<file path="src/rtl/wfm_pkg.sv">
package wfm_pkg;

	localparam int FRAME_LEN = 64;
	localparam int FL_W = $clog2(FRAME_LEN);
	localparam int NBINS = FRAME_LEN / 2 + 1;
	localparam int BIN_W = 6;
	localparam int SMP_W = 16;
	localparam int TRIG_W = 17;
	localparam int SPEC_W = 24;
	localparam int POW_W = 48;
	localparam int DB_W = 16;
	localparam longint unsigned HALF_PI_Q30 = 64'd1686629713;
	localparam logic signed [27:0] DB_PER_LOG2_Q24 = 28'sd50504453;

	typedef logic signed [TRIG_W-1:0] tab_t [FRAME_LEN];

	typedef enum logic [3:0] {
		ST_FILL,
		ST_DFT,
		ST_DRAIN,
		ST_STORE,
		ST_MAG_RD,
		ST_MAG_SQ,
		ST_MAG_SUM,
		ST_LOG_GO,
		ST_LOG,
		ST_OUT
	} top_state_t;

	typedef enum logic [2:0] {
		LG_IDLE,
		LG_NORM,
		LG_SQR,
		LG_MUL,
		LG_RND
	} log_state_t;

	typedef longint unsigned div_tab_t [7];
	localparam div_tab_t COS_DIV = '{64'd2, 64'd12, 64'd30, 64'd56, 64'd90, 64'd132, 64'd182};
	localparam div_tab_t SIN_DIV = '{64'd6, 64'd20, 64'd42, 64'd72, 64'd110, 64'd156, 64'd1};

	// Q30 to Q15, round half up
	function automatic logic signed [TRIG_W-1:0] q30_to_q15(input longint v);
		longint r;
		r = (v + 64'sd16384) >>> 15;
		return r[TRIG_W-1:0];
	endfunction

	// Cosine and sine in Q15 of a 32-bit phase in turns; cos in upper half
	function automatic logic [2*TRIG_W-1:0] trig_of_phase(input longint unsigned t);
		longint unsigned r, th, x2, term;
		longint c, s, cq, sq;
		int q;
		q = int'((t >> 30) & 64'd3);
		r = t & 64'h3FFF_FFFF;
		th = (r * HALF_PI_Q30) >> 30;
		x2 = (th * th) >> 30;
		c = 64'sd1 <<< 30;
		term = 64'd1 << 30;
		for (int k = 0; k < 7; k++) begin
			term = ((term * x2) >> 30) / COS_DIV[k];
			if ((k % 2) == 0) c = c - longint'(term); else c = c + longint'(term);
		end
		s = longint'(th);
		term = th;
		for (int k = 0; k < 6; k++) begin
			term = ((term * x2) >> 30) / SIN_DIV[k];
			if ((k % 2) == 0) s = s - longint'(term); else s = s + longint'(term);
		end
		case (q)
			0: begin cq = c; sq = s; end
			1: begin cq = -s; sq = c; end
			2: begin cq = -c; sq = -s; end
			default: begin cq = s; sq = -c; end
		endcase
		return {q30_to_q15(cq), q30_to_q15(sq)};
	endfunction

	// Symmetric Hann window weights
	function automatic tab_t make_win();
		tab_t w;
		logic [2*TRIG_W-1:0] cs;
		longint unsigned t;
		longint cv;
		for (int n = 0; n < FRAME_LEN; n++) begin
			t = (longint'(n % (FRAME_LEN - 1)) << 32) / (FRAME_LEN - 1);
			cs = trig_of_phase(t);
			cv = longint'($signed(cs[2*TRIG_W-1:TRIG_W]));
			w[n] = TRIG_W'((64'sd32768 - cv + 64'sd1) >>> 1);
		end
		return w;
	endfunction

	function automatic tab_t make_cos();
		tab_t w;
		logic [2*TRIG_W-1:0] cs;
		for (int n = 0; n < FRAME_LEN; n++) begin
			cs = trig_of_phase((longint'(n) << 32) / FRAME_LEN);
			w[n] = cs[2*TRIG_W-1:TRIG_W];
		end
		return w;
	endfunction

	function automatic tab_t make_sin();
		tab_t w;
		logic [2*TRIG_W-1:0] cs;
		for (int n = 0; n < FRAME_LEN; n++) begin
			cs = trig_of_phase((longint'(n) << 32) / FRAME_LEN);
			w[n] = cs[TRIG_W-1:0];
		end
		return w;
	endfunction

	localparam tab_t WIN_TAB = make_win();
	localparam tab_t COS_TAB = make_cos();
	localparam tab_t SIN_TAB = make_sin();

endpackage

</file>
<file path="src/rtl/wfm_log_db.sv">
module wfm_log_db
	import wfm_pkg::*;
(
	input  logic                     clk,
	input  logic                     arst_n,
	input  logic                     start,
	input  logic [POW_W-1:0]         power,
	output logic                     done,
	output logic signed [DB_W-1:0]   db
);

	log_state_t state_q, state_d;
	logic [POW_W-1:0] pn_q;
	logic [5:0] e_q;
	logic [30:0] m_q;
	logic [15:0] frac_q;
	logic [3:0] cnt_q;
	logic signed [50:0] prod_q;
	logic done_q;
	logic signed [DB_W-1:0] db_q;

	logic [61:0] sq;
	logic [31:0] sq_top;
	logic signed [6:0] e_off;
	logic signed [22:0] lg;
	logic [50:0] mag;
	logic [18:0] rnd;
	logic signed [19:0] db_full;

	assign sq = 62'(m_q) * 62'(m_q);
	assign sq_top = sq[61:30];
	assign e_off = $signed({1'b0, e_q}) - 7'sd30;
	assign lg = $signed({e_off, frac_q});
	assign mag = prod_q[50] ? 51'(-prod_q) : 51'(prod_q);
	assign rnd = 19'((mag + 51'd2147483648) >> 32);
	assign db_full = prod_q[50] ? -$signed({1'b0, rnd}) : $signed({1'b0, rnd});

	// Advance the log state
	always_ff @(posedge clk or negedge arst_n) begin
		if (!arst_n) begin
			state_q <= LG_IDLE;
			done_q <= 1'b0;
		end else begin
			state_q <= state_d;
			done_q <= (state_q == LG_RND) || (state_q == LG_IDLE && start && power == '0);
		end
	end

	always_comb begin
		state_d = state_q;
		case (state_q)
			LG_IDLE: if (start && power != '0) state_d = LG_NORM;
			LG_NORM: if (pn_q[POW_W-1]) state_d = LG_SQR;
			LG_SQR:  if (cnt_q == 4'd15) state_d = LG_MUL;
			LG_MUL:  state_d = LG_RND;
			LG_RND:  state_d = LG_IDLE;
			default: state_d = LG_IDLE;
		endcase
	end

	// Normalize, square for fraction bits, scale to dB, round and saturate
	always_ff @(posedge clk) begin
		case (state_q)
			LG_IDLE: begin
				pn_q <= power;
				e_q <= 6'(POW_W - 1);
				if (start && power == '0) db_q <= 16'sh8000;
			end
			LG_NORM: begin
				if (pn_q[POW_W-1]) begin
					m_q <= pn_q[POW_W-1:POW_W-31];
					cnt_q <= '0;
					frac_q <= '0;
				end else begin
					pn_q <= pn_q << 1;
					e_q <= e_q - 6'd1;
				end
			end
			LG_SQR: begin
				m_q <= sq_top[31] ? sq_top[31:1] : sq_top[30:0];
				frac_q <= {frac_q[14:0], sq_top[31]};
				cnt_q <= cnt_q + 4'd1;
			end
			LG_MUL: prod_q <= 51'(lg) * 51'(DB_PER_LOG2_Q24);
			LG_RND: begin
				if (db_full > 20'sd32767) db_q <= 16'sh7FFF;
				else if (db_full < -20'sd32768) db_q <= 16'sh8000;
				else db_q <= db_full[15:0];
			end
			default: ;
		endcase
	end

	assign done = done_q;
	assign db = db_q;

endmodule

</file>
<file path="config.mk">
export PLATFORM = sky130hd
export DESIGN_NAME = wfm_log_db
export DESIGN_NICKNAME = d
export VERILOG_FILES = /design/src/rtl/wfm_pkg.sv /design/src/rtl/wfm_log_db.sv
export SDC_FILE = /design/constraint.sdc
export NUM_CORES = 2
export LEC_CHECK = 0
export BUFFER_PORTS_ARGS = -buffer_cell sky130_fd_sc_hd__buf_2
export CORE_MARGIN = 2
export CORE_UTILIZATION = 45
export CTS_CLUSTER_DIAMETER = 60
export DETAILED_ROUTE_END_ITERATION = 8
export PLACE_DENSITY = 0.59
export SETUP_SLACK_MARGIN = 0.3
export SYNTH_ARGS = -nofsm -noshare
export SYNTH_HDL_FRONTEND = slang
export SYNTH_SLANG_ARGS = --single-unit
</file>
<file path="constraint.sdc">
create_clock -name clk -period 12.8 [get_ports clk]
set_clock_uncertainty 0.2 [all_clocks]
set_input_delay 0.64 -clock clk [delete_from_list [all_inputs] [get_ports clk]]
set_output_delay 0.64 -clock clk [all_outputs]
set_load 0.01 [all_outputs]
</file>
After elaboration in Yosys (flattened, before gate mapping)
Index checks and enable logic that the tools add are counted.
{ "totals": {"reg_bits": 176, "inputBits": 51, "word_cells": 66} }
{ "op_classes": {"addsub": 6, "mul": 2, "magnitude_cmp": 2, "n_eq_ne": 10, "muxes": 21, "reduce_logical": 15} }
{ "ops": {"columns": ["operator", "n"], "rows": [
  ["48-bit one-hot mux with 2 select lines", 1],
  ["16-bit two-way mux", 4],
  ["16-bit one-hot mux with 2 select lines", 2],
  ["31-bit by 31-bit multiplier with 62-bit output", 1],
  ["31-bit two-way mux", 2],
  ["31-bit one-hot mux with 2 select lines", 1],
  ["51-bit by 32-bit adder with 51-bit output, second input constant", 1],
  ["51-bit two-way mux", 1],
  ["51-bit negation", 1],
  ["23-bit by 27-bit multiplier with 50-bit output, second input constant", 1],
  ["48-bit logical NOT", 1],
  ["48-bit two-way mux", 1],
  ["48-bit nonzero test", 1],
  ["20-bit by 16-bit greater-than comparator with 1-bit output, second input constant", 1],
  ["20-bit by 16-bit less-than comparator with 1-bit output, second input constant", 1],
  ["20-bit two-way mux", 1],
  ["19-bit negation with 20-bit output", 1],
  ["3-bit one-hot mux with 4 select lines", 1],
  ["6-bit one-hot mux with 2 select lines", 1],
  ["3-bit two-way mux", 3],
  ["4-bit one-hot mux with 2 select lines", 1],
  ["6-bit by 5-bit subtractor with 7-bit output, second input constant", 1],
  ["3-bit by 2-bit == test with 1-bit output, second input constant", 2],
  ["6-bit two-way mux", 1],
  ["other kinds (14)", 24]
]} }

Depth between registers and ports, before layout
{ "logic_depth": {"depth_word": 9, "mapped_depth": 34, "depth_no_buf": 31} }

Worst setup path after synthesis
OpenSTA, ideal clock, no wires.
{ "synth_timing": {"path_kind": "register -> register", "from": "register m_q[4]", "to": "register m_q[11], data pin", "setup_ns": 0.261, "t_arrival_ns": 8.214, "t_required_ns": 12.339, "setup_slack_ns": 4.125, "path_stages_with_launch": 33, "n_path_buf": 3, "cell_sequence": "edfxtp_1 > clkbuf_1 > clkbuf_1 > nand2_1 > fa_1 > inv_1 > fa_1 > fa_1 > inv_1 > fa_1 > inv_1 > fa_1 > inv_1 > fa_1 > inv_1 > fa_1 > inv_1 > fa_1 > inv_1 > ha_1 > nand2_1 > nor3_1 > o221a_2 > a211oi_1 > o31a_1 > o221a_2 > nor3_1 > o31ai_1 > a31oi_1 > xnor2_1 > clkbuf_1 > mux2i_1 > o21ai_0"} }
{ "synth_between": {"elab_chain_len": 3} }
{ "synth_rtl": {"columns": ["element", "line", "source"], "rows": [
  ["start: declaration", "wfm_log_db.sv:15", "logic [30:0] m_q;"],
  ["start signal: assignment", "wfm_log_db.sv:71", "m_q <= pn_q[POW_W-1:POW_W-31];"],
  ["start signal: assignment", "wfm_log_db.sv:80", "m_q <= sq_top[31] ? sq_top[31:1] : sq_top[30:0];"],
  ["31-bit by 31-bit multiplier with 62-bit output", "wfm_log_db.sv:30", "assign sq = 62'(m_q) * 62'(m_q);"],
  ["31-bit two-way mux", "wfm_log_db.sv:80", null],
  ["31-bit one-hot mux with 2 select lines", "wfm_log_db.sv:63", "case (state_q)"]
]} }
No other way between the ends.
A chain may end at the register's enable or synchronous reset.

Worst setup path after layout
{ "layout_timing": {"from": "register m_q[4]", "to": "register m_q[24], data pin"} }
The elaborated chain is that of the path after synthesis.

==> flow_metrics.py <==
metrics = {
    "clocking": {
        "cts_tree": "done",
        "cts_made_buffers": 17,
        "clkLatencyLatePin_ns": 0.48,
        "clkSinkCount": 175,
        "postCtsSetupRepairBufs": 0,
        "clk_pin_slew_ns": 0.09,
        "htreeDepth": 4,
        "cts.path.max_buffers": 2,
        "ctsRootBufferMaster": "clkbuf_16",
    },
    "logic_synthesis": {
        "syn-num-nets": 6053,
        "ys_seq_elements": 175,
        "synthFlopType": "edfxtp_1",
        "synth_edf_count": 171,
        "yosys.cell_types.count": 95,
        "synth.avg_cell_area_um2": 9.59,
        "syn_inst": 4605,
        "syn-cell-area_um2": 44200,
        "async_reset_ff_frac": 0.0229,
        "ys_seq_area_frac": 0.119,
        "yosysWarningCount": 0,
    },
    "critical_path": {
        "worst-r2r-cell-count": 29,
        "timing.critical_path.mode_cell": "fa_1",
        "worstSetupEndpoint": "m_q[24]$_DFFE_PP_",
        "slowest_delay_ns": 0.89,
        "crit_cells": 29,
        "worstSetupStartpoint": "m_q[4]$_DFFE_PP_",
        "crit_family": "adder cells",
        "crit_required_ns": 12.79,
        "crit_path_end_kind": "flip-flop",
        "r2r-end": "m_q[24]$_DFFE_PP_",
        "crit_path_start_kind": "flip-flop",
        "critPathBufInv": 7,
        "rrSetupSlack_ns": 2.23,
        "crit_slowest_cell": "edfxtp_1",
        "path_class": "reg2reg",
        "r2r_start": "m_q[4]$_DFFE_PP_",
        "arrival_ns": 10.56,
        "crit_path_max_fanout": 20,
    },
    "global_route": {
        "grt_antenna_before_repair": 2,
        "grt_pass1_vias": 33000,
        "grt_max_degree": 54,
        "grt.overflow.total": 0,
        "grt_pass1_wl_um": 185000,
        "grtUsageTotal": 0.238,
    },
    "placed_design": {
        "place_hpwl_um": 93200,
        "dpl_cell_area_um2": 45900,
        "io_buffers": 67,
        "gp_congestion": 0.895,
    },
    "layout": {
        "drive_gt1_frac": 0.0489,
        "nets": 6035,
        "finish.instance_area_um2": 46500,
        "mostFrequentLayoutCells": "1217 x inv_1, 874 x fa_1, 523 x ha_1",
        "n_antenna_cell": 0,
        "syn_to_final_growth_pct": 5.39,
        "final_common_cell": "inv_1",
    },
    "sta": {
        "slew_viol_final": 0,
        "period_minus_slack_ns": 10.57,
        "setup_tns_ns": 0,
        "fin_crit_sh": 0.826,
        "grt_setup_unrepaired": "false",
        "setup_violations": 0,
        "fmax_ghz": 0.0946,
        "worst_pin_slew_ns": 0.986,
        "slew-limit-headroom": 0.326,
        "hold_viol": 0,
    },
    "floorplan": {
        "io_pins": 68,
        "initial_core_util": 0.455,
        "die-area_um2": 101000,
        "core-area_um2": 97000,
        "num_rows": 114,
        "die_x_um": 317,
        "die_y_um": 317,
    },
    "drt": {
        "drt_wl_total_um": 113000,
        "drc": 0,
        "ant_nets": 0,
        "wl_per_cell_um": 19.2,
        "drtIter0Drc": 1697,
        "vias": 30300,
        "drt_first_pass_iters": 5,
        "vias_per_cell": 5.16,
    },
    "power": {
        "max-vdd-ir-drop_v": 0.000100,
        "cellLeakagePower_nw": 25.4,
        "power_density_nw_per_um2": 25.9,
    },
    "min_path": {
        "hp-class": "in2reg",
    },
    "run": {
        "cap_violations": 0,
    },
    "outcome": {
        "status": "finished clean",
    },
}
## tightest hold or removal path, cell delays in order
cell and delay, ns:
buf_2 0.09, nand2_1 0.04, nand2_1 0.05
## metrics by stage
| step | instances | power (mW) | setup slack (ns) | hold slack (ns) | utilization |
|---|---|---|---|---|---|
| after floorplan | 4605 | 0.640 | 4.12 | 0.144 | - |
| after global placement | 5843 | 0.654 | 2.57 | 0.262 | 0.473 |
| after detailed placement | 5843 | 0.654 | 2.42 | 0.266 | 0.473 |
| after CTS | 5876 | 1.22 | 2.39 | 0.217 | 0.480 |
| after global routing | 5876 | 1.24 | 1.60 | 0.231 | 0.480 |
| final | 5876 | 1.21 | 2.23 | 0.247 | 0.480 |
## kinds of logic (layout without fill, tap and decap cells)
family,after synthesis,after routing,synth area share
fa+ha+maj,1397,1397,0.544
mux,14,14,0.00326
xor+xnor,143,143,0.0289
compound gates,410,410,0.0643
simple gates,1092,1092,0.123
buf+inv,1374,1369,0.117
flops,175,175,0.119
## synth_stat cells (5+ instances only)
cell type,instances,area share
a2111oi_0,5,0.00099
a211o_1,7,0.0014
a211oi_1,15,0.0025
a21o_1,36,0.0061
a21oi_1,113,0.013
a31o_2,7,0.0014
a31oi_1,30,0.0042
and2_1,201,0.028
and3_1,16,0.0023
and4_1,5,0.00099
buf_1,6,0.00051
buf_2,6,0.00068
clkbuf_1,139,0.012
edfxtp_1,171,0.12
fa_1,874,0.40
ha_1,523,0.15
inv_1,1217,0.10
mux2i_1,11,0.0025
nand2_1,474,0.040
nand2b_1,17,0.0024
nand3_1,38,0.0043
nand3b_1,48,0.0082
nand4_1,17,0.0024
nor2_1,152,0.013
nor2b_1,22,0.0031
nor3_1,33,0.0037
nor4_1,19,0.0027
nor4_4,6,0.0029
o2111ai_1,5,0.00099
o211ai_1,8,0.0014
o21a_1,14,0.0024
o21ai_0,63,0.0071
o21ai_2,11,0.0022
o21bai_1,18,0.0031
o31a_1,6,0.0012
o31ai_1,14,0.0024
o41ai_1,5,0.00099
or2_2,11,0.0016
or3_1,7,0.00099
xnor2_1,95,0.019
xor2_1,45,0.0089
## sequential cells by signal, indices dropped and copies added (netlist names)
name / flops
pn_q: 48
e_q: 6
prod_q: 50
state_q: 3
cnt_q: 4
db: 16
m_q: 31
done: 1
frac_q: 16
## layout make-up
type                            count  area, µm²
Sequential cell                   175       5240
Tap cell                         1276       1600
Fill cell                        9260      50400
Timing Repair Buffer              118        721
Clock inverter                     15        201
Inverter                         1219       4580
Multi-Input combinational cell   3056      33800
Clock buffer                       17        425
## how the worst min path moves through the flow
stage | startpoint | end | depth (start not counted)
after floorplan | arst_n | done$_DFF_PN0_ | 0
after global placement | arst_n | done$_DFF_PN0_ | 1
after detailed placement | arst_n | done$_DFF_PN0_ | 1
after CTS | power[29] | pn_q[29]$_DFFE_PP_ | 3
after global routing | power[10] | pn_q[10]$_DFFE_PP_ | 3
final | power[38] | pn_q[38]$_DFFE_PP_ | 3
## power by group
part,internal (mW),switching [mW]
clock network,0.286,0.280
logic,0.00857,0.0116
registers,0.621,0
## metal layers
metal / up-vias / wire, µm / part of all wire / GRT usage
li1: 14100 / - / - / -
met1: 15400 / 53500 / 0.47 / 0.350
met2: 642 / 52700 / 0.47 / 0.387
met3: 110 / 4790 / 0.043 / 0.0234
met4: 0 / 1750 / 0.016 / 0.0432
met5: - / 0 / 0 / 0
## what timing repair did
| action | 4_1_cts | 5_1_grt |
|---|---|---|
| resized for setup | 0 | 0 |
| endpoints found under the hold margin | 4 | 0 |
| hold buffers | 1 | 0 |
Note: power is estimated with default switching activity, not from simulation.
