$ cat config.mk
export PLATFORM = sky130hd
export DESIGN_NAME = wfm_ram
export DESIGN_NICKNAME = d
export VERILOG_FILES = /design/src/rtl/wfm_ram.sv
export SDC_FILE = /design/constraint.sdc
export NUM_CORES = 1
export LEC_CHECK = 0
export BUFFER_PORTS_ARGS = -buffer_cell sky130_fd_sc_hd__buf_2
export CAP_MARGIN = 0
export CORE_MARGIN = 3
export CORE_UTILIZATION = 35
export DETAILED_ROUTE_END_ITERATION = 8
export HOLD_SLACK_MARGIN = 0.05
export SLEW_MARGIN = 20
export SYNTH_ARGS = -nofsm -noshare
export SYNTH_HDL_FRONTEND = slang
export SYNTH_SLANG_ARGS = --single-unit
$ cat constraint.sdc
create_clock -name clk -period 4.3 [get_ports clk]
set_clock_uncertainty 0.05 [all_clocks]
set_input_delay 0.86 -clock clk [delete_from_list [all_inputs] [get_ports clk]]
set_output_delay 0.86 -clock clk [all_outputs]
set_load 0.02 [all_outputs]
$ cat src/rtl/wfm_ram.sv
module wfm_ram #(
	parameter int WIDTH = 16,
	parameter int DEPTH = 64
) (
	input  logic                     clk,
	input  logic                     wr_en,
	input  logic [$clog2(DEPTH)-1:0] wr_addr,
	input  logic [WIDTH-1:0]         wr_data,
	input  logic                     rd_en,
	input  logic [$clog2(DEPTH)-1:0] rd_addr,
	output logic [WIDTH-1:0]         rd_data
);

	logic [WIDTH-1:0] mem [DEPTH];

	// Write port and registered read port
	always_ff @(posedge clk) begin
		if (wr_en) begin
			mem[wr_addr] <= wr_data;
		end
		if (rd_en) begin
			rd_data <= mem[rd_addr];
		end
	end

endmodule

[After elaboration in Yosys (flattened, before gate mapping)]
Memories as Yosys holds them, arrays and structs flattened. A register that Yosys moved wholly into a read port is not among the register bits.
Cells that the tools add are included.
W data, S select, Z words.
Operators by class
  muxes and demuxes: 2
Operator list (count)
  $mux W1: 2
Word-level totals
  memories kept: 1
  bits in writable memories: 1024
  output and inout bits: 16
  logic and storage cells: 3
  flip-flop bits (word level): 0
  input port bits: 31
Memory list
  mem: words 64, width 16, rd ports 1, clocked after memory_dff 1, write ports 1, RTL line 14  | logic [WIDTH-1:0] mem [DEPTH];

[Logic depth before layout (Yosys ltp)]
Gate-level depths: netlist (run 1).
  depth after elaboration: 2
  mapped depth: 10
  gate-level depth less buffers: 5

[Least setup slack after synthesis (run 1)]
OpenSTA, ideal clock, no wires.
  kind: input to register
  start point: in wr_addr[3]
  end point: mem mem[48][0] (enable)
  data arrival time: 2486 ps
  path buffers: 1
  setup time: 409 ps
  required time: 3841 ps
  cell stages on the path: 4
  slack: 1355 ps
  path through: clkbuf_1 > nor2b_1 > nand4b_1 > nor3_1
RTL lines
  start, declared: RTL line 7  | input logic [$clog2(DEPTH)-1:0] wr_addr,
  end, declared: RTL line 14
Straight into the memory's write port.

==> impl_metrics.csv, run 1 <==
group,metric,value,unit
synthesis,synth_top_cell_area_share,77.7,%
timing,clock.fmax,0.294,GHz
timing,slew-limit-headroom,24.6,%
timing,final-setup-viol-count,0,
timing,grt_setup_unrepaired,"false",
synthesis,ys_types,42,
clock_network,cts_tree,"yes",
synthesis,yosys.cell_count.top_type,"edfxtp_1",
grt,grt_max_degree,59,
setup_path,crit_path_start_kind,"input port",
timing,hold_viol,0,
timing,period_share,79.1,%
synthesis,synthTopCellsByArea,"edfxtp_1 (78%), mux4_2 (12%), mux2i_1 (2.1%)",
drt,post_drt_wl_per_cell,27.5,um
floorplanning,core_area,113000,um^2
cells_and_area,area_delta_synth_final,14.2,%
clock_network,clock_path_buffers,3,
synthesis,syn-cell-area,40200,um^2
power,power_density,452,nW/um^2
power,comb_power_share,5.2,%
setup_path,crit_path_max_fanout,57,
cells_and_area,nets,2045,
power,swShare,21.2,%
placement,dpl_cell_area,42800,um^2
clock_network,path_clk_slew,0.06,ns
grt,grt_use_total,16.8,%
floorplanning,placementRows,123,
timing,worst_pin_slew,1.13,ns
power,peakVddDrop,0.334,mV
grt,antenna_found_initial,13,
synthesis,ys.flop_type,"edfxtp_1",
drt,routed_wl,99.0,mm
setup_path,crit_path_end_kind,"flip-flop",
setup_path,required,4.68,ns
grt,grt_pass1_wl,143,mm
setup_path,cp_data_arrival_time,3.78,ns
drt,postRouteAntennaNets,0,
power,power.leakage,14.4,nW
placement,port_buffers,46,
placement,dpl.hpwl,60.7,mm
power,p_int,16.4,mW
power,power_switching,4.40,mW
drt,initialDrtViolationCount,2000,
clock_network,htree_levels,3,
floorplanning,io_pins,47,
timing,drv_slew,0,
floorplanning,die_w,345,um
clock_network,post_cts.repair.setup_buffers,0,
synthesis,synthArstFlopShare,0,%
clock_network,cts_root_buf,"clkbuf_16",
status,status,"complete, no violations",
placement,gp_congestion,0.848,
drt,first_pass_iters,5,
clock_network,clk_latency,0.68,ns
cells_and_area,n_fill_cell,9956,
worst_hold_path,hold_path.class,"input port to flip-flop",
setup_path,slowest_delay,0.68,ns
synthesis,synth-seq-cells,1040,
cells_and_area,fin_util,40.5,%
clock_network,clock_sinks,1040,
synthesis,yosys.area.top_type,"edfxtp_1",
drt,dr_total_vias,19300,
power,seqPwrFrac,54.3,%
setup_path,cp_slowest_cell,"nor2b_1",
grt,grt_pass1_vias,19700,
power,clkPwrFrac,40.5,%
cells_and_area,drive_above_1_share,26.9,%
synthesis,syn_nets,1860,
timing,finalSetupTns,0,ns
drt,drc,0,
clock_network,post_cts_resized,0,
synthesis,synthCells,1829,
synthesis,synth_edf_count,1040,
timing,timing.final.crit_period,3.40,ns
setup_path,crit_path_cell_trace,"buf_6, buf_4, nor2b_1, a22oi_1, a41oi_1, o21ai_0, and4_1",
synthesis,synth_warnings,0,
job,cap_violations,0,
floorplanning,die_area,119000,um^2
cells_and_area,fin_area,45900,um^2
synthesis,ys_seq_area_share,77.7,%
grt,grt-ovfl-total,0,
drt,routed_via_density,5.35,
clock_network,cts_buffers,104,
synthesis,synth_commonest_cells,"edfxtp_1 (1040), mux4_2 (220), mux2i_1 (85)",
clock_network,hold_buffers,0,
setup_path,path_class,"input port to flip-flop",
synthesis,avgSynthCellArea,22.0,um^2
floorplanning,start_util,35.5,%
floorplanning,fp.dieH,345,um
logic make-up (layout without fill, tap and decap cells):
kind of cell | Yosys count | after routing | share of synthesized area (%)
AO/OA/AOI/OAI | 129 | 129 | 2.40
buffers and inverters | 104 | 369 | 1.82
flip-flops | 1040 | 1040 | 77.7
multiplexers | 336 | 336 | 15.5
other | 0 | 9 | 0
AND/OR/NAND/NOR | 220 | 220 | 2.64
through the flow:
| step | power [mW] | hold slack [ns] | instances | setup WS (ns) |
|---|---|---|---|---|
| floorplan | 12.1 | 0.778 | 1829 | 1.36 |
| global placement | 12.6 | 0.880 | 3407 | 0.199 |
| detailed placement | 12.6 | 0.880 | 3408 | 0.127 |
| CTS | 20.9 | 0.371 | 3594 | 0.854 |
| global route | 21.4 | 0.390 | 3595 | 0.874 |
| finish | 20.8 | 0.403 | 3603 | 0.897 |
final timing paths:
check	start	endpoint	slack (ns)	depth (start not counted)
setup / recovery	rd_addr[1]	rd_data[14]$_DFFE_PP_	0.90	7
hold / removal	wr_data[12]	mem[31][12]$_DFFE_PP_	0.40	1
setup reg to reg	mem[23][15]$_DFFE_PP_	rd_data[15]$_DFFE_PP_	1.95	5
hold reg to reg	mem[26][10]$_DFFE_PP_	rd_data[10]$_DFFE_PP_	0.89	4
cells in the final DEF, fill, tap and decap left out, types with 7 or more instances in the layout:
cell type | netlist | final
edfxtp_1 | 1040 | 1040
mux4_2 | 220 | 220
buf_4 | 13 | 129
clkbuf_16 | 0 | 106
mux2i_1 | 85 | 85
nor2_1 | 72 | 71
nand2_1 | 59 | 59
buf_2 | 36 | 42
a22oi_1 | 39 | 39
clkinv_1 | 0 | 32
clkbuf_1 | 24 | 31
nor2b_1 | 30 | 29
mux2_2 | 27 | 27
nand3_1 | 24 | 24
a21oi_1 | 17 | 17
a221oi_1 | 16 | 16
nand4_1 | 12 | 12
diode_2 | 0 | 9
buf_12 | 5 | 9
a211o_1 | 8 | 8
a31oi_1 | 8 | 8
a211oi_1 | 8 | 8
a311oi_1 | 8 | 8
clkinv_2 | 0 | 7
state kept, by name (all words and copies together) (netlist names):
register and count:
mem 1024, rd_data 16
power by group through the flow:
stage / Clock [mW] / Combinational [mW] / Sequential, mW
finish: 8.42 / 1.07 / 11.3
global route: 9.01 / 1.14 / 11.3
CTS: 8.57 / 1.08 / 11.3
detailed placement: 0 / 1.08 / 11.5
global placement: 0 / 1.07 / 11.5
floorplan: 0 / 0.581 / 11.5
cell type report:
class / count / area [um^2] / share of cell area [%]
Antenna cell: 9 / 22.5 / 0.0490
Timing Repair Buffer: 183 / 1400 / 3.05
Sequential cell: 1040 / 31200 / 68.0
Clock buffer: 137 / 2770 / 6.03
Tap cell: 1500 / 1880 / 4.09
Clock inverter: 49 / 373 / 0.812
Multi-Input combinational cell: 685 / 8250 / 18.0
routing by layer:
layer	vias up	wire, um	global-route usage, %
li1	8077	-	-
met5	-	99	0
met2	800	46000	26.0
met1	10200	40500	22.6
met4	16	2730	4.98
met3	158	9610	5.31
critical path, delay by kind of cell:
| kind | cells | cell delay, ns |
|---|---|---|
| AND/OR/NAND/NOR | 2 | 1.03 |
| AO/OA/AOI/OAI | 3 | 1.01 |
| buffers and inverters | 2 | 0.81 |
Power figures use the tool's default switching activity.
==> run 2: changes to the inputs <==
==> constraint.sdc (replaced) <==
create_clock -name clk -period 2.8 [get_ports clk]
set_clock_uncertainty 0.05 [all_clocks]
set_input_delay 0.56 -clock clk [delete_from_list [all_inputs] [get_ports clk]]
set_output_delay 0.56 -clock clk [all_outputs]
set_load 0.02 [all_outputs]
==> impl_metrics.csv, run 2 (synthesized netlist as in run 1, its figures left out) <==
group,metric,value,unit
status,status,"complete, no violations",
grt,grt_use_total,17.0,%
grt,grt_max_degree,65,
clock_network,path_clk_slew,0.06,ns
grt,grt_pass1_vias,20300,
timing,worst_pin_slew,1.12,ns
setup_path,crit_path_end_kind,"flip-flop",
drt,wl_met2,47.2,mm
floorplanning,start_util,35.5,%
timing,final-setup-viol-count,0,
drt,routed_via_density,5.32,
clock_network,htree_levels,3,
timing,timing.final.crit_period,2.42,ns
cells_and_area,instances_no_fill,3724,
floorplanning,core_area,113000,um^2
timing,drv_slew,0,
worst_hold_path,hold_path.class,"input port to flip-flop",
placement,port_buffers,46,
setup_path,cp_slowest_cell,"a221oi_1",
setup_path,crit_path_cell_trace,"buf_8, buf_12, mux4_2, mux2_2, a221oi_1, buf_4, a311oi_1",
clock_network,cts_tree,"yes",
clock_network,cts_root_buf,"clkbuf_16",
drt,post_drt_wl_per_cell,27.1,um
cells_and_area,largest_reg_flops,1024,
clock_network,post_cts.repair.setup_buffers,0,
timing,clock.fmax,0.414,GHz
drt,initialDrtViolationCount,2454,
setup_path,crit_path_max_fanout,21,
setup_path,cp_data_arrival_time,2.78,ns
setup_path,path_class,"input port to flip-flop",
floorplanning,io_pins,47,
drt,top_layer_used,"met5",
setup_path,crit_path_start_kind,"input port",
grt,grt_pass1_wl,146,mm
clock_network,clock_sinks,1040,
power,power_density,696,nW/um^2
power,power.leakage,15.2,nW
cells_and_area,fin_area,47400,um^2
floorplanning,fp.dieH,345,um
job,cap_violations,0,
floorplanning,die_area,119000,um^2
cells_and_area,biggestRegsByFlops,"mem (1024), rd_data (16)",
drt,dr_wl_met3,8.31,mm
placement,dpl_cell_area,43900,um^2
cells_and_area,layout_common_cells,"edfxtp_1 (1040), buf_4 (225), mux4_2 (220), clkbuf_16 (106), mux2i_1 (85)",
drt,routed_wl,101,mm
cells_and_area,final_common_cell,"edfxtp_1",
placement,gp_congestion,0.827,
floorplanning,die_w,345,um
placement,dpl.hpwl,65.2,mm
timing,grt_setup_unrepaired,"false",
cells_and_area,multi_input_area,8250,um^2
clock_network,clk_latency,0.70,ns
drt,postRouteAntennaNets,0,
timing,period_share,86.4,%
cells_and_area,area_delta_synth_final,17.8,%
clock_network,cts_buffers,105,
cells_and_area,nets,2166,
placement,place_inst,3528,
cells_and_area,seq_area,31200,um^2
setup_path,slowest_delay,0.63,ns
clock_network,clock_path_buffers,3,
clock_network,post_cts_resized,0,
cells_and_area,n_fill_cell,9895,
drt,first_pass_iters,5,
grt,antenna_found_initial,14,
clock_network,hold_buffers,0,
cells_and_area,largest-register,"mem",
timing,hold_viol,0,
grt,grt-ovfl-total,0,
cells_and_area,drive_above_1_share,32.0,%
drt,met1_length,42.8,mm
drt,dr_total_vias,19800,
drt,drc,0,
power,peakVddDrop,0.487,mV
floorplanning,placementRows,123,
setup_path,required,3.16,ns
timing,slew-limit-headroom,24.9,%
==> run 2: path summary, 6_finish.rpt <==
kind / from / endpoint / slack (ns) / depth (start not counted)
worst max register to register: mem[60][11]$_DFFE_PP_ / rd_data[11]$_DFFE_PP_ / 0.38 / 5
worst min-delay path: wr_data[0] / mem[49][0]$_DFFE_PP_ / 0.27 / 1
worst min register to register: mem[34][10]$_DFFE_PP_ / rd_data[10]$_DFFE_PP_ / 0.90 / 4
worst max-delay path: rd_addr[0] / rd_data[11]$_DFFE_PP_ / 0.38 / 7
==> run 2: metrics by stage <==
step	utilization, %	setup TNS (ns)	hold WS [ns]	worst slack [ns]	total power, mW
after global routing	41.8	0	0.251	0.320	34.0
after CTS	41.8	0	0.226	0.371	33.2
after global placement	38.8	-1.60	0.888	-0.359	19.5
after floorplan	-	0	0.609	0.155	18.5
final	41.8	0	0.270	0.382	33.0
after detailed placement	38.8	-1.68	0.886	-0.310	19.5
==> run 2: area by class of cell <==
| class | count | area share, % |
|---|---|---|
| flip-flops and latches | 1040 | 65.9 |
| multi-input cells | 685 | 17.4 |
| clock buffers | 124 | 5.74 |
| repair buffers | 303 | 5.46 |
| well taps | 1500 | 3.96 |
| clock inverters | 70 | 1.48 |
| diodes | 2 | 0.0106 |
==> run 2: where the power goes <==
part | switching [mW] | leakage, nW | total [mW] | internal [mW]
clock | 5.85 | 1.66 | 13.8 | 7.97
sequential | 0.0643 | 9.37 | 17.3 | 17.3
combinational | 1.10 | 4.21 | 1.83 | 0.728
==> run 2: per-layer routing <==
metal / global-route usage [%] / vias up
li1: - / 8318
met1: 23.9 / 10600
met2: 26.7 / 734
met3: 4.27 / 144
met4: 4.55 / 10
met5: 0 / -
==> run 2: worst max-delay path: cells and delay by family <==
kind                   cells  cell delay (ns)
buffers and inverters      3             0.65
AOI/OAI and AO/OA          2             0.68
muxes                      2             0.85
==> run 3: changes to the inputs <==
--- a/config.mk
+++ b/config.mk
@@ -7,10 +7,12 @@
 export LEC_CHECK = 0
 export BUFFER_PORTS_ARGS = -buffer_cell sky130_fd_sc_hd__buf_2
 export CAP_MARGIN = 0
-export CORE_MARGIN = 3
+export CELL_PAD_IN_SITES_DETAIL_PLACEMENT = 1
+export CELL_PAD_IN_SITES_GLOBAL_PLACEMENT = 2
 export CORE_UTILIZATION = 35
 export DETAILED_ROUTE_END_ITERATION = 8
 export HOLD_SLACK_MARGIN = 0.05
+export PLACE_DENSITY_LB_ADDON = 0.1
 export SLEW_MARGIN = 20
 export SYNTH_ARGS = -nofsm -noshare
 export SYNTH_HDL_FRONTEND = slang
==> impl_metrics.csv, run 3 (synthesized netlist as in run 1, its figures left out) <==
group,metric,value,unit
status,status,"complete, no violations",
floorplanning,placementRows,123,
clock_network,hold_buffers,0,
setup_path,path_class,"input port to flip-flop",
grt,antenna_found_initial,17,
drt,routed_wl,113,mm
timing,final-setup-viol-count,0,
grt,grt_pass1_vias,21000,
placement,port_buffers,46,
timing,slew-limit-headroom,22.1,%
timing,whs,0.108,ns
cells_and_area,largest_reg_flops,1024,
setup_path,crit_path_end_kind,"flip-flop",
cells_and_area,layout_common_cells,"edfxtp_1 (1040), mux4_2 (220), buf_4 (194), clkbuf_16 (115), mux2i_1 (85)",
power,clkPwrFrac,43.0,%
cells_and_area,drive_above_1_share,32.0,%
floorplanning,core_area,113000,um^2
drt,first_pass_iters,7,
floorplanning,start_util,35.5,%
timing,hold_viol,0,
timing,worst_pin_slew,1.17,ns
drt,post_drt_wl_per_cell,30.3,um
clock_network,clock_sinks,1040,
clock_network,cts_buffers,113,
timing,clock.fmax,0.409,GHz
clock_network,clk_latency,0.71,ns
cells_and_area,area_delta_synth_final,19.2,%
power,peakVddDrop,0.490,mV
cells_and_area,fin_area,47900,um^2
clock_network,post_cts.repair.setup_buffers,0,
power,swShare,21.6,%
cells_and_area,largest-register,"mem",
grt,grt_use_total,19.7,%
drt,postRouteAntennaNets,0,
floorplanning,fp.dieH,341,um
power,p_int,26.4,mW
timing,worst_slack,0.358,ns
drt,initialDrtViolationCount,1572,
power,power_density,703,nW/um^2
power,power_switching,7.27,mW
setup_path,crit_path_start_kind,"input port",
power,seqPwrFrac,51.4,%
placement,dpl.hpwl,73.1,mm
job,cap_violations,0,
clock_network,cts_root_buf,"clkbuf_16",
clock_network,clock_path_buffers,3,
setup_path,cp_data_arrival_time,2.84,ns
clock_network,post_cts_resized,0,
grt,grt-ovfl-total,0,
floorplanning,die_w,341,um
floorplanning,die_area,116000,um^2
placement,dpl_cell_area,44300,um^2
setup_path,required,3.20,ns
worst_hold_path,hold_depth,1,
drt,drc,0,
drt,dr_total_vias,19700,
floorplanning,io_pins,47,
cells_and_area,final_common_cell,"edfxtp_1",
clock_network,path_clk_slew,0.06,ns
timing,timing.final.crit_period,2.44,ns
power,p_total,33.7,mW
timing,grt_setup_unrepaired,"false",
setup_path,crit_path_max_fanout,26,
clock_network,htree_levels,3,
worst_hold_path,hold_path.class,"input port to flip-flop",
cells_and_area,nets,2173,
timing,finalSetupTns,0,ns
drt,routed_via_density,5.26,
clock_network,cts_tree,"yes",
cells_and_area,biggestRegsByFlops,"mem (1024), rd_data (16)",
placement,dp_slack,-0.478,ns
grt,grt_max_degree,65,
setup_path,reg2reg_depth,7,
power,comb_power_share,5.6,%
placement,gp_congestion,0.770,
timing,drv_slew,0,
power,power.leakage,15.4,nW
grt,grt_pass1_wl,161,mm
timing,period_share,87.2,%
==> run 3: stage by stage <==
| stage | instances | util [%] |
|---|---|---|
| global route | 3738 | 42.4 |
| CTS | 3738 | 42.4 |
| global placement | 3527 | 39.2 |
| detailed placement | 3527 | 39.2 |
| floorplan | 1829 | - |
| finish | 3744 | 42.4 |
==> run 3: layout make-up <==
type,instances,area (um^2)
clock inverters,74,629
fillers,10500,65200
well taps,1500,1880
repair buffers,302,2950
clock buffers,137,2960
flip-flops and latches,1040,31200
diodes,6,15.0
multi-input cells,685,8260
==> run 3: worst paths after layout <==
path | start | endpoint | slack (ns)
hold / removal | wr_data[8] | mem[62][8]$_DFFE_PP_ | 0.11
hold reg to reg | mem[37][10]$_DFFE_PP_ | rd_data[10]$_DFFE_PP_ | 0.92
setup reg to reg | mem[23][15]$_DFFE_PP_ | rd_data[15]$_DFFE_PP_ | 0.45
setup / recovery | rd_addr[0] | rd_data[10]$_DFFE_PP_ | 0.36
==> run 3: worst max-delay path: stages <==
cell and delay, ns:
buf_8 0.19, buf_12 0.21, buf_12 0.25, mux4_2 0.54, mux2i_1 0.48, o21ai_0 0.20, buf_4 0.19, and4_1 0.18
==> run 3: layer usage <==
layer  vias to the layer above  share of wire [%]  GRT usage, %  wire length (um)
li1                       8344                  -             -                 -
met1                     10800                 43          27.3             49300
met2                       405                 48          32.0             54900
met3                       166                5.2          3.05              5850
met4                        14                2.9          6.22              3260
met5                         -              0.079             0                90
==> run 3: power by group through the flow <==
stage	Sequential (mW)	Combinational (mW)	Clock, mW
floorplan	17.7	0.893	0
detailed placement	17.6	1.95	0
global placement	17.6	1.93	0
global route	17.3	2.03	15.4
finish	17.3	1.90	14.5
CTS	17.3	1.96	14.9
